### src/hw/rtl/dd_pkg.sv
package dd_pkg;

    localparam int unsigned DAY_W   = 5;
    localparam int unsigned MONTH_W = 4;
    localparam int unsigned YEAR_W  = 14;
    localparam int unsigned DNUM_W  = 23;
    localparam int unsigned DOFF_W  = 9;
    localparam int unsigned DIFF_W  = DNUM_W + 1;

    // floor(x / 100) == (x * RECIP_100) >> RECIP_SH for every x below 2**15
    localparam int unsigned RECIP_100 = 5243;
    localparam int unsigned RECIP_SH  = 19;

    localparam logic signed [DIFF_W-1:0] COUNT_MAX = 24'sd4194303;

    typedef enum logic [1:0] {
        ORD_EQUAL   = 2'b00,
        ORD_LATER   = 2'b01,
        ORD_EARLIER = 2'b11
    } t_order;

    typedef struct packed {
        logic [DNUM_W-1:0] day_num;
        logic              valid;
    } t_date_res;

    // Days in the months before the given month; out-of-range months keep counting.
    function automatic logic [DOFF_W-1:0] days_before_month(input logic [MONTH_W-1:0] m);
        logic [DOFF_W-1:0] v;
        case (m)
            4'd0:    v = 9'd0;
            4'd1:    v = 9'd0;
            4'd2:    v = 9'd31;
            4'd3:    v = 9'd59;
            4'd4:    v = 9'd90;
            4'd5:    v = 9'd120;
            4'd6:    v = 9'd151;
            4'd7:    v = 9'd181;
            4'd8:    v = 9'd212;
            4'd9:    v = 9'd243;
            4'd10:   v = 9'd273;
            4'd11:   v = 9'd304;
            4'd12:   v = 9'd334;
            4'd13:   v = 9'd365;
            4'd14:   v = 9'd395;
            default: v = 9'd425;
        endcase
        return v;
    endfunction

    function automatic logic [DAY_W-1:0] month_len(input logic [MONTH_W-1:0] m,
                                                   input logic leap);
        logic [DAY_W-1:0] v;
        case (m)
            4'd2:    v = leap ? 5'd29 : 5'd28;
            4'd1, 4'd3, 4'd5, 4'd7, 4'd8, 4'd10, 4'd12: v = 5'd31;
            default: v = 5'd30;
        endcase
        return v;
    endfunction

endpackage

### src/hw/rtl/dd_day_num.sv
module dd_day_num (
    input  logic                          i_clk,
    input  logic [dd_pkg::DAY_W-1:0]      i_day,
    input  logic [dd_pkg::MONTH_W-1:0]    i_month,
    input  logic [dd_pkg::YEAR_W-1:0]     i_year,
    output dd_pkg::t_date_res             o_res
);
    import dd_pkg::*;

    localparam int unsigned Y1_W = YEAR_W + 1;
    localparam int unsigned P_W  = Y1_W + 13;

    // stage A: reciprocal products
    logic [Y1_W-1:0]   w_yp99;
    logic [Y1_W-1:0]   w_yp399;
    logic [P_W-1:0]    w_p100;
    logic [P_W-1:0]    w_p99;
    logic [P_W-1:0]    w_p399;

    logic [DAY_W-1:0]   r_a_day;
    logic [MONTH_W-1:0] r_a_month;
    logic [YEAR_W-1:0]  r_a_year;
    logic [DNUM_W-1:0]  r_a_y365;
    logic [7:0]         r_a_q100;
    logic [7:0]         r_a_c100;
    logic [5:0]         r_a_c400;

    assign w_yp99  = Y1_W'(i_year) + Y1_W'(99);
    assign w_yp399 = (Y1_W'(i_year) + Y1_W'(399)) >> 2;
    assign w_p100  = P_W'(i_year) * P_W'(RECIP_100);
    assign w_p99   = P_W'(w_yp99) * P_W'(RECIP_100);
    assign w_p399  = P_W'(w_yp399) * P_W'(RECIP_100);

    always_ff @(posedge i_clk) begin
        r_a_day   <= i_day;
        r_a_month <= i_month;
        r_a_year  <= i_year;
        r_a_y365  <= DNUM_W'(i_year) * DNUM_W'(365);
        r_a_q100  <= 8'(w_p100 >> RECIP_SH);
        r_a_c100  <= 8'(w_p99 >> RECIP_SH);
        r_a_c400  <= 6'(w_p399 >> RECIP_SH);
    end

    // stage B: leap rule, year base, month offset, validity
    logic [YEAR_W-1:0] w_rem100;
    logic              w_leap;
    logic [DNUM_W-1:0] w_quarter;
    logic [DAY_W-1:0]  w_mlen;
    logic              w_valid;

    logic [DNUM_W-1:0] r_b_base;
    logic [DOFF_W:0]   r_b_moff;
    logic [DAY_W-1:0]  r_b_day;
    logic              r_b_valid;

    assign w_rem100  = r_a_year - YEAR_W'(r_a_q100) * YEAR_W'(100);
    assign w_leap    = (w_rem100 == '0) ? (r_a_q100[1:0] == 2'b00) : (r_a_year[1:0] == 2'b00);
    assign w_quarter = DNUM_W'((Y1_W'(r_a_year) + Y1_W'(3)) >> 2);
    assign w_mlen    = month_len(r_a_month, w_leap);
    assign w_valid   = (r_a_month >= 4'd1) && (r_a_month <= 4'd12)
                    && (r_a_day != '0) && (r_a_day <= w_mlen);

    always_ff @(posedge i_clk) begin
        r_b_base  <= r_a_y365 + w_quarter - DNUM_W'(r_a_c100) + DNUM_W'(r_a_c400);
        r_b_moff  <= (DOFF_W+1)'(days_before_month(r_a_month))
                   + (DOFF_W+1)'((r_a_month >= 4'd3) && w_leap);
        r_b_day   <= r_a_day;
        r_b_valid <= w_valid;
    end

    // stage C: final day number
    always_ff @(posedge i_clk) begin
        o_res.day_num <= r_b_base + DNUM_W'(r_b_moff) + DNUM_W'(r_b_day);
        o_res.valid   <= r_b_valid;
    end

endmodule

### src/hw/rtl/date_difference_days.sv
// The result strobe follows the accepting edge through the day-number stages and the output register.
// Throughput: one transaction per cycle; busy stays low, the pipeline never stalls.
// Three stages per date (reciprocal products, leap/base sum, day number), one for
// the difference and saturation. Reset clears only the valid bits of the stages.
// The receiver cannot stall: each result appears for exactly one cycle.
module date_difference_days (
    input  logic                          i_clk,
    input  logic                          i_rst_n,
    input  logic                          start,
    output logic                          busy,
    input  logic [dd_pkg::DAY_W-1:0]      i_first_day,
    input  logic [dd_pkg::MONTH_W-1:0]    i_first_month,
    input  logic [dd_pkg::YEAR_W-1:0]     i_first_year,
    input  logic [dd_pkg::DAY_W-1:0]      i_second_day,
    input  logic [dd_pkg::MONTH_W-1:0]    i_second_month,
    input  logic [dd_pkg::YEAR_W-1:0]     i_second_year,
    output logic                          o_strobe,
    output logic signed [1:0]             o_order,
    output logic signed [dd_pkg::DNUM_W-1:0] o_day_count,
    output logic                          o_first_valid,
    output logic                          o_second_valid
);
    import dd_pkg::*;

    logic      w_accept;
    t_order    w_order;
    t_date_res w_res1;
    t_date_res w_res2;

    logic [2:0] r_vld;
    t_order     r_ord [3];
    logic       r_out_vld;

    logic signed [DIFF_W-1:0] w_diff;
    logic signed [DIFF_W-1:0] w_count;

    assign busy     = 1'b0;
    assign w_accept = start && !busy;

    always_comb begin
        if (i_first_year != i_second_year) begin
            w_order = (i_first_year > i_second_year) ? ORD_LATER : ORD_EARLIER;
        end else if (i_first_month != i_second_month) begin
            w_order = (i_first_month > i_second_month) ? ORD_LATER : ORD_EARLIER;
        end else if (i_first_day != i_second_day) begin
            w_order = (i_first_day > i_second_day) ? ORD_LATER : ORD_EARLIER;
        end else begin
            w_order = ORD_EQUAL;
        end
    end

    dd_day_num u_first (
        .i_clk   (i_clk),
        .i_day   (i_first_day),
        .i_month (i_first_month),
        .i_year  (i_first_year),
        .o_res   (w_res1)
    );

    dd_day_num u_second (
        .i_clk   (i_clk),
        .i_day   (i_second_day),
        .i_month (i_second_month),
        .i_year  (i_second_year),
        .o_res   (w_res2)
    );

    always_ff @(posedge i_clk) begin
        if (!i_rst_n) begin
            r_vld     <= '0;
            r_out_vld <= 1'b0;
        end else begin
            r_vld     <= {r_vld[1:0], w_accept};
            r_out_vld <= r_vld[2];
        end
    end

    always_ff @(posedge i_clk) begin
        r_ord[0] <= w_order;
        r_ord[1] <= r_ord[0];
        r_ord[2] <= r_ord[1];
    end

    // subtract the earlier day number from the later one, clamp the top
    always_comb begin
        case (r_ord[2])
            ORD_LATER:   w_diff = $signed({1'b0, w_res1.day_num}) - $signed({1'b0, w_res2.day_num});
            ORD_EARLIER: w_diff = $signed({1'b0, w_res2.day_num}) - $signed({1'b0, w_res1.day_num});
            default:     w_diff = '0;
        endcase
        w_count = (w_diff > COUNT_MAX) ? COUNT_MAX : w_diff;
    end

    always_ff @(posedge i_clk) begin
        o_order        <= r_ord[2];
        o_day_count    <= w_count[DNUM_W-1:0];
        o_first_valid  <= w_res1.valid;
        o_second_valid <= w_res2.valid;
    end

    assign o_strobe = r_out_vld;

    a_latency: assert property (@(posedge i_clk) disable iff (!i_rst_n)
        w_accept |-> ##4 o_strobe)
        else $error("result strobe missing four cycles after accept");

    a_equal_zero: assert property (@(posedge i_clk) disable iff (!i_rst_n)
        (o_strobe && o_order == ORD_EQUAL) |-> (o_day_count == '0))
        else $error("equal dates gave a nonzero day count");

    a_count_floor: assert property (@(posedge i_clk) disable iff (!i_rst_n)
        o_strobe |-> (o_day_count > -23'sd92))
        else $error("day count below the invalid-day floor");

    a_order_code: assert property (@(posedge i_clk) disable iff (!i_rst_n)
        o_strobe |-> (o_order != 2'b10))
        else $error("order carries an unused code");

endmodule

### config.mk
export PLATFORM = sky130hd
export DESIGN_NAME = date_difference_days
export DESIGN_NICKNAME = d
export VERILOG_FILES = /design/src/hw/rtl/dd_pkg.sv /design/src/hw/rtl/dd_day_num.sv /design/src/hw/rtl/date_difference_days.sv
export SDC_FILE = /design/constraint.sdc
export NUM_CORES = 2
export LEC_CHECK = 0
export BUFFER_PORTS_ARGS = -buffer_cell sky130_fd_sc_hd__buf_2
export CELL_PAD_IN_SITES_DETAIL_PLACEMENT = 1
export CELL_PAD_IN_SITES_GLOBAL_PLACEMENT = 1
export CORE_MARGIN = 5
export CORE_UTILIZATION = 52
export CTS_CLUSTER_SIZE = 25
export DETAILED_ROUTE_END_ITERATION = 16
export GPL_ROUTABILITY_DRIVEN = 1
export PLACE_DENSITY = 0.83
export SLEW_MARGIN = 30
export SYNTH_ARGS = -nofsm -noshare
export SYNTH_HDL_FRONTEND = slang
export SYNTH_SLANG_ARGS = --single-unit
### constraint.sdc
create_clock -name i_clk -period 8 [get_ports i_clk]
set_input_delay 0.8 -clock i_clk [delete_from_list [all_inputs] [get_ports i_clk]]
set_output_delay 0.8 -clock i_clk [all_outputs]
set_load 0.05 [all_outputs]
Word-level counts from Yosys, hierarchy flattened
Memories as Yosys holds them, arrays and structs flattened. A register that Yosys moved wholly into a read port is not among the register bits.
Index checks and enable logic that the tools add are counted.

word-level totals
  memory bits (read-only) = 288
  register bits after elaboration = 293
  logic and storage cells = 131
  memories = 3
  output and inout port bits = 29
  bits in writable memories = 6

memory list
  name              words  bits a word  read ports  clocked after Yosys merged registers in  wr ports  RTL line                    text
  (name not given)  16     9            1           1                                        0         dd_pkg.sv:30                case (m)
  (name not given)  16     9            1           1                                        0         dd_pkg.sv:30
  r_ord             3      2            3           0                                        3         date_difference_days.sv:31  t_order r_ord [3];

operators by class
  eq/ne operators = 21
  $mul = 10
  add/sub/neg operators = 22
  muxes and demuxes = 13
  reduce and logical (&&, ||, !) cells = 18
  $lt $le $gt $ge = 12

operator list
  kind                    number
  $mul 14x13->27 const B  2
  $mul 15x13->27 const B  2
  $mul 13x13->25 const B  2
  $pmux 24 s2             1
  $sub 23x23->24          2
  $add 23x10->23          2
  $add 23x21->23          2
  $add 23x5->23           2
  $add 23x6->23           2
  $mul 14x9->23 const B   2
  $sub 23x8->23           2
  $add 14x2->15 const B   2
  $add 14x7->15 const B   2
  $add 14x9->15 const B   2
  $logic_not 14->1        2
  $sub 14x14->14          2
  $eq 4x4->1 const B      6
  $gt 24x23->1 const B    1
  $mul 8x5->12 const B    2
  $add 9x1->10            2
  $eq 4x2->1 const B      4
  $eq 4x3->1 const B      4
  $gt 14x14->1            1
  $ne 14x14->1            1
  other kinds (18)        44

Longest topological paths before layout
  depth in word-level cells = 8
  depth in mapped cells = 29

By module
A second synthesis with hierarchy kept.

second synthesis, totals
  cell total of the unflattened synthesis = 4465
  area total of the unflattened synthesis = 42818.6 um2

by module, submodules not included
  module                  area an instance (um2)  times used  cells each  sequential area each (um2)
  dd_day_num at u_second  19351.1                 1           1972        2762.6
  dd_day_num at u_first   19222.2                 1           1949        2762.6
  date_difference_days    4245.3                  1           544         740.7

Worst setup path after synthesis
Ideal clock, no wire load.

  path type = input port to flip-flop
  start point = input i_first_year[0] (netlist name)
  end point = register u_first.r_a_c100[7]
  arrival = 6.973 ns
  cell stages on the path = 26
  path slack = 0.955 ns
  required time = 7.928 ns
  cell sequence = inv_1 > ha_1 > nor2b_1 > a21oi_1 > o21bai_1 > nand2_1 > xnor2_1 > inv_1 > ha_1 > fa_1 > fa_1 > inv_1 > fa_1 > fa_1 > inv_1 > ha_1 > a2111oi_2 > o211ai_1 > a311oi_2 > nor2_1 > o41ai_4 > o21ai_2 > o21a_1 > or2_4 > a21oi_2 > xnor2_1

on the way
  cells in the longest elaborated chain, start to end = 2

RTL lines
  element                      RTL line                    text
  start: declaration           date_difference_days.sv:13  input logic [dd_pkg::YEAR_W-1:0] i_first_year,
  $add 14x7->15                dd_day_num.sv:28            assign w_yp99 = Y1_W'(i_year) + Y1_W'(99);
  $mul 15x13->27               dd_day_num.sv:31            assign w_p99 = P_W'(w_yp99) * P_W'(RECIP_100);
  named net u_first.w_p99[26]  dd_day_num.sv:17            logic [P_W-1:0] w_p99;
  end signal: assignment       dd_day_num.sv:40            r_a_c100 <= 8'(w_p99 >> RECIP_SH);
  end: declaration             dd_day_num.sv:25            logic [7:0] r_a_c100;

The timed path passes the listed nets, and every way through them passes these cells.
A chain may end at the register's enable or synchronous reset.

Final worst setup path
  start point = input i_second_year[2] (netlist name)
  end point = register u_second.r_a_c400[5]

on the way
  cells in the longest elaborated chain, start to end = 2

RTL lines
  element                        RTL line                    text
  start: declaration             date_difference_days.sv:16  input logic [dd_pkg::YEAR_W-1:0] i_second_year,
  $add 14x9->15                  dd_day_num.sv:29            assign w_yp399 = (Y1_W'(i_year) + Y1_W'(399)) >> 2;
  $mul 13x13->25                 dd_day_num.sv:32            assign w_p399 = P_W'(w_yp399) * P_W'(RECIP_100);
  named net u_second.w_p399[24]  dd_day_num.sv:18            logic [P_W-1:0] w_p399;
  end signal: assignment         dd_day_num.sv:41            r_a_c400 <= 6'(w_p399 >> RECIP_SH);
  end: declaration               dd_day_num.sv:26            logic [5:0] r_a_c400;

The timed path passes the listed nets, and every way through them passes these cells.

==> impl_summary.txt <==
----------------------------------------------------
[Finish]
  Share of the core filled with cells ... 0.5663
  Fin nets ... 5964
  Filler Cell Count ... 8997
  Relative area change from synthesis to final layout ... 7.642%
  Fraction of layout cells with a size suffix above 1 ... 0.04628

[Clocking]
  Maximum buffer depth of the clock tree ... 3
  TritonCTS clock tree ... yes
  Number of cells upsized or downsized after cts ... 0
  Clock transition time at the flip-flop clock pins of the worst setup and hold paths ... 0.06 ns
  CTS H-tree depth ... 2
  CTS hold repair buffers ... 0
  Number of buffers added by the clock tree synthesis step ... 37
  Clock net sink count ... 313
  Number of buffers inserted to repair setup after CTS ... 0
  Root Driver ... clkbuf_16
  Clock Latency Late Sink ... 0.57 ns

[Synthesis]
  Yosys top cell area share ... 0.2895
  Number of instances in the synthesized netlist ... 4316
  Number of enable-type register cells in the synthesized netlist ... 0
  Seq cells post-synth ... 313
  Top FF cell, synth ... dfxtp_1
  Asr flop ratio synth ... 0
  Yosys warnings ... 0
  Post-synth top area cell ... ha_1
  Count of different cell masters after synthesis ... 78
  Leading cell types by total area after synthesis ... ha_1 (29%), fa_1 (24%), dfxtp_1 (15%), inv_1 (9.8%), xnor2_1 (4.8%)
  Synthesized net count ... 5834
  Syn_area_per_cell ... 9.662 um^2
  Cell Area, Synth ... 0.04170 mm^2
  Proportion of synthesized chip area in sequential cells ... 0.1503

[Route]
  Via count ... 29950
  Post-route DRC ... 0
  Final wirelength ... 112900 um
  Post-detailed-route wirelength per cell ... 20.43 um
  Initial drt markers ... 1086
  Initial DRT Pass Iterations ... 4
  Avg Vias per Cell ... 5.422
  Post-detailed-route count of antenna-violating nets ... 0

[Worst setup path]
  Critical path startpoint ... i_second_year[2]
  Endpoint class of the critical path ... register
  Dominant cell type by count on the critical path ... inv_1
  Worst endpoint required time ... 8.48 ns
  Delay contributed by the slowest stage of the critical path ... 0.60 ns
  Slowest stage cell, crit path ... fa_1
  Critical path data arrival time ... 7.81 ns
  Type of origin of the critical path ... input port
  RR Startpoint ... u_first.r_a_q100[2]
  Startpoint-to-endpoint class of the critical path ... in -> reg
  Largest fanout of any net on the critical path ... 10

[Place]
  Pre-CTS setup slack ... 0.1525 ns
  Global placer's final weighted congestion ... 0.8940
  Total of buffers placed on input and output ports ... 76
  HPWL Detailed ... 96890 um

[STA]
  Time the final worst path needs with I/O delays and setup ... 7.324 ns
  Final total negative setup slack ... 0 ns
  Max-slew headroom at the worst pin ... 0.3788
  Final Hold Violating Endpoints ... 0
  Post-Route Skew ... 0.01993 ns
  Worst Hold Margin ... 0.3277 ns
  Final setup slack of the worst path ... 0.6764 ns
  Achievable clock frequency ... 0.1365 GHz
  Number of max-slew violations in the final report ... 0
  Final setup viols ... 0
  Unrepaired setup endpoints after global routing ... no
  Post-route fraction of the period consumed by the critical path ... 0.9155
  Slew at the pin closest to its max-slew limit ... 0.9294 ns

[Status]
  Run status ... complete, no violations

[Floorplan]
  Width of the die ... 293.2 um
  Number of standard-cell rows in the floorplan ... 103
  Die height ... 293.2 um
  Die area ... 0.08595 mm^2
  Core area ... 0.07926 mm^2
  Top Ports ... 78
  Starting utilization of the core area ... 0.5261

[Global route]
  Initial antenna violation count ... 1
  Overall fraction of global-route tracks in use ... 0.2674
  Via count of the first global-routing pass ... 35300
  First-pass GRT wire length ... 185400 um
  Pin count of the biggest net entering global routing ... 45
  Gr ovfl total ... 0

[Run]
  Max_cap viols ... 0

[Hold path]
  Path category of the worst min-delay check ... reg -> reg
  Hold Startpoint ... u_second.o_res[0]

----------------------------------------------------
worst paths after layout:
check,to,slack (ns),cells after the start
hold / removal,o_second_valid,0.33,0
hold reg to reg,o_second_valid,0.33,0
setup reg to reg,u_first.r_b_valid,2.46,22
setup / recovery,u_second.r_a_c400[5],0.68,29
sequential cells by signal (all words and copies together), names as in the netlist, 4 cells and up, named ones only:
name / cells
u_second.r_b_base: 23
u_first.r_a_month: 4
u_first.r_a_y365: 21
u_second.r_a_month: 4
u_second.r_a_day: 5
u_second.r_a_c100: 8
u_first.r_a_c400: 6
u_second.r_a_q100: 8
u_second.r_b_day: 5
u_second.r_a_year: 14
u_first.r_a_year: 14
u_first.o_res: 24
u_first.r_b_base: 23
u_second.r_b_moff: 10
u_second.r_a_c400: 6
u_first.r_b_day: 5
u_second.r_a_y365: 21
u_first.r_a_q100: 8
u_first.r_a_c100: 8
o_day_count: 23
u_second.o_res: 24
u_first.r_b_moff: 10
r_ord: 6
u_first.r_a_day: 5
cell usage in the layout, fill, tap and decap left out, drive strengths merged, types with 6 or more instances in the layout:
| master | n |
|---|---|
| inv | 1090 |
| ha | 965 |
| fa | 504 |
| dfxtp | 313 |
| xnor2 | 229 |
| a21oi | 157 |
| nor2 | 154 |
| o21ai | 126 |
| nand2 | 116 |
| buf | 114 |
| a21o | 68 |
| nand3 | 67 |
| xor2 | 66 |
| clkbuf | 47 |
| nand2b | 41 |
| nor3 | 38 |
| nor2b | 35 |
| o21a | 32 |
| a211oi | 32 |
| and3 | 23 |
| nand4 | 22 |
| a31oi | 17 |
| or2 | 16 |
| o21bai | 13 |
| or3 | 13 |
| o211ai | 13 |
| a21boi | 13 |
| mux2i | 12 |
| and2 | 11 |
| nor4 | 8 |
| clkinv | 7 |
| a2111oi | 7 |
| o31ai | 6 |
| clkinvlp | 6 |
| o41ai | 6 |
synthesized netlist by cell type (38+ instances only):
cell type / count
fa_1: 504
nor2_1: 154
xor2_1: 66
nand2_1: 116
inv_1: 1088
nand2b_1: 41
xnor2_1: 229
nand3_1: 67
ha_1: 965
a21oi_1: 154
a21o_1: 68
o21ai_1: 66
dfxtp_1: 313
nor3_1: 38
o21ai_0: 59
cell families after synthesis:
group | Yosys count | share of synthesized area
adders and majority gates | 1469 | 0.5315
buffers and inverters | 1112 | 0.1004
and+or+nand+nor | 566 | 0.06676
AOI/OAI and AO/OA | 543 | 0.08425
DFF | 313 | 0.1503
xor gates and xnor gates | 295 | 0.06196
muxes | 17 | 0.004771
other | 1 | 0.00008993
cell type report:
class	instances	area [um^2]	area share
multi-input cells	2891	31260	0.6963
repair buffers	114	665.6	0.01483
clock inverters	19	261.5	0.005826
diodes	1	2.502	0.00005575
clock buffers	47	1035	0.02305
well taps	1050	1314	0.02927
inverters	1089	4088	0.09107
flip-flops and latches	313	6266	0.1396
per-layer routing:
layer / track usage / part of all wire / vias up
met4: 0.09399 / 0.041 / 0
met5: 0 / 0 / -
met3: 0.03235 / 0.034 / 232
met2: 0.5006 / 0.52 / 532
li1: - / - / 14070
met1: 0.3157 / 0.41 / 15120
critical path, delay by kind of cell:
kind | cells | cell delay, ns
and+or+nand+nor | 5 | 0.70
xor gates and xnor gates | 2 | 0.58
adders and majority gates | 7 | 2.87
AOI/OAI and AO/OA | 9 | 1.96
buffers and inverters | 6 | 0.87
metrics by stage:
step / instances / instance area, um^2
6_report: 5524 / 44890
3_3_place_gp: 5457 / 43580
2_1_floorplan: 4316 / 41700
5_1_grt: 5523 / 44880
4_1_cts: 5523 / 44880
3_5_place_dp: 5457 / 43580
Power is left out: the tool's default activity adds up to more than one toggle a clock period on the data nets, which glitch-free logic cannot reach.
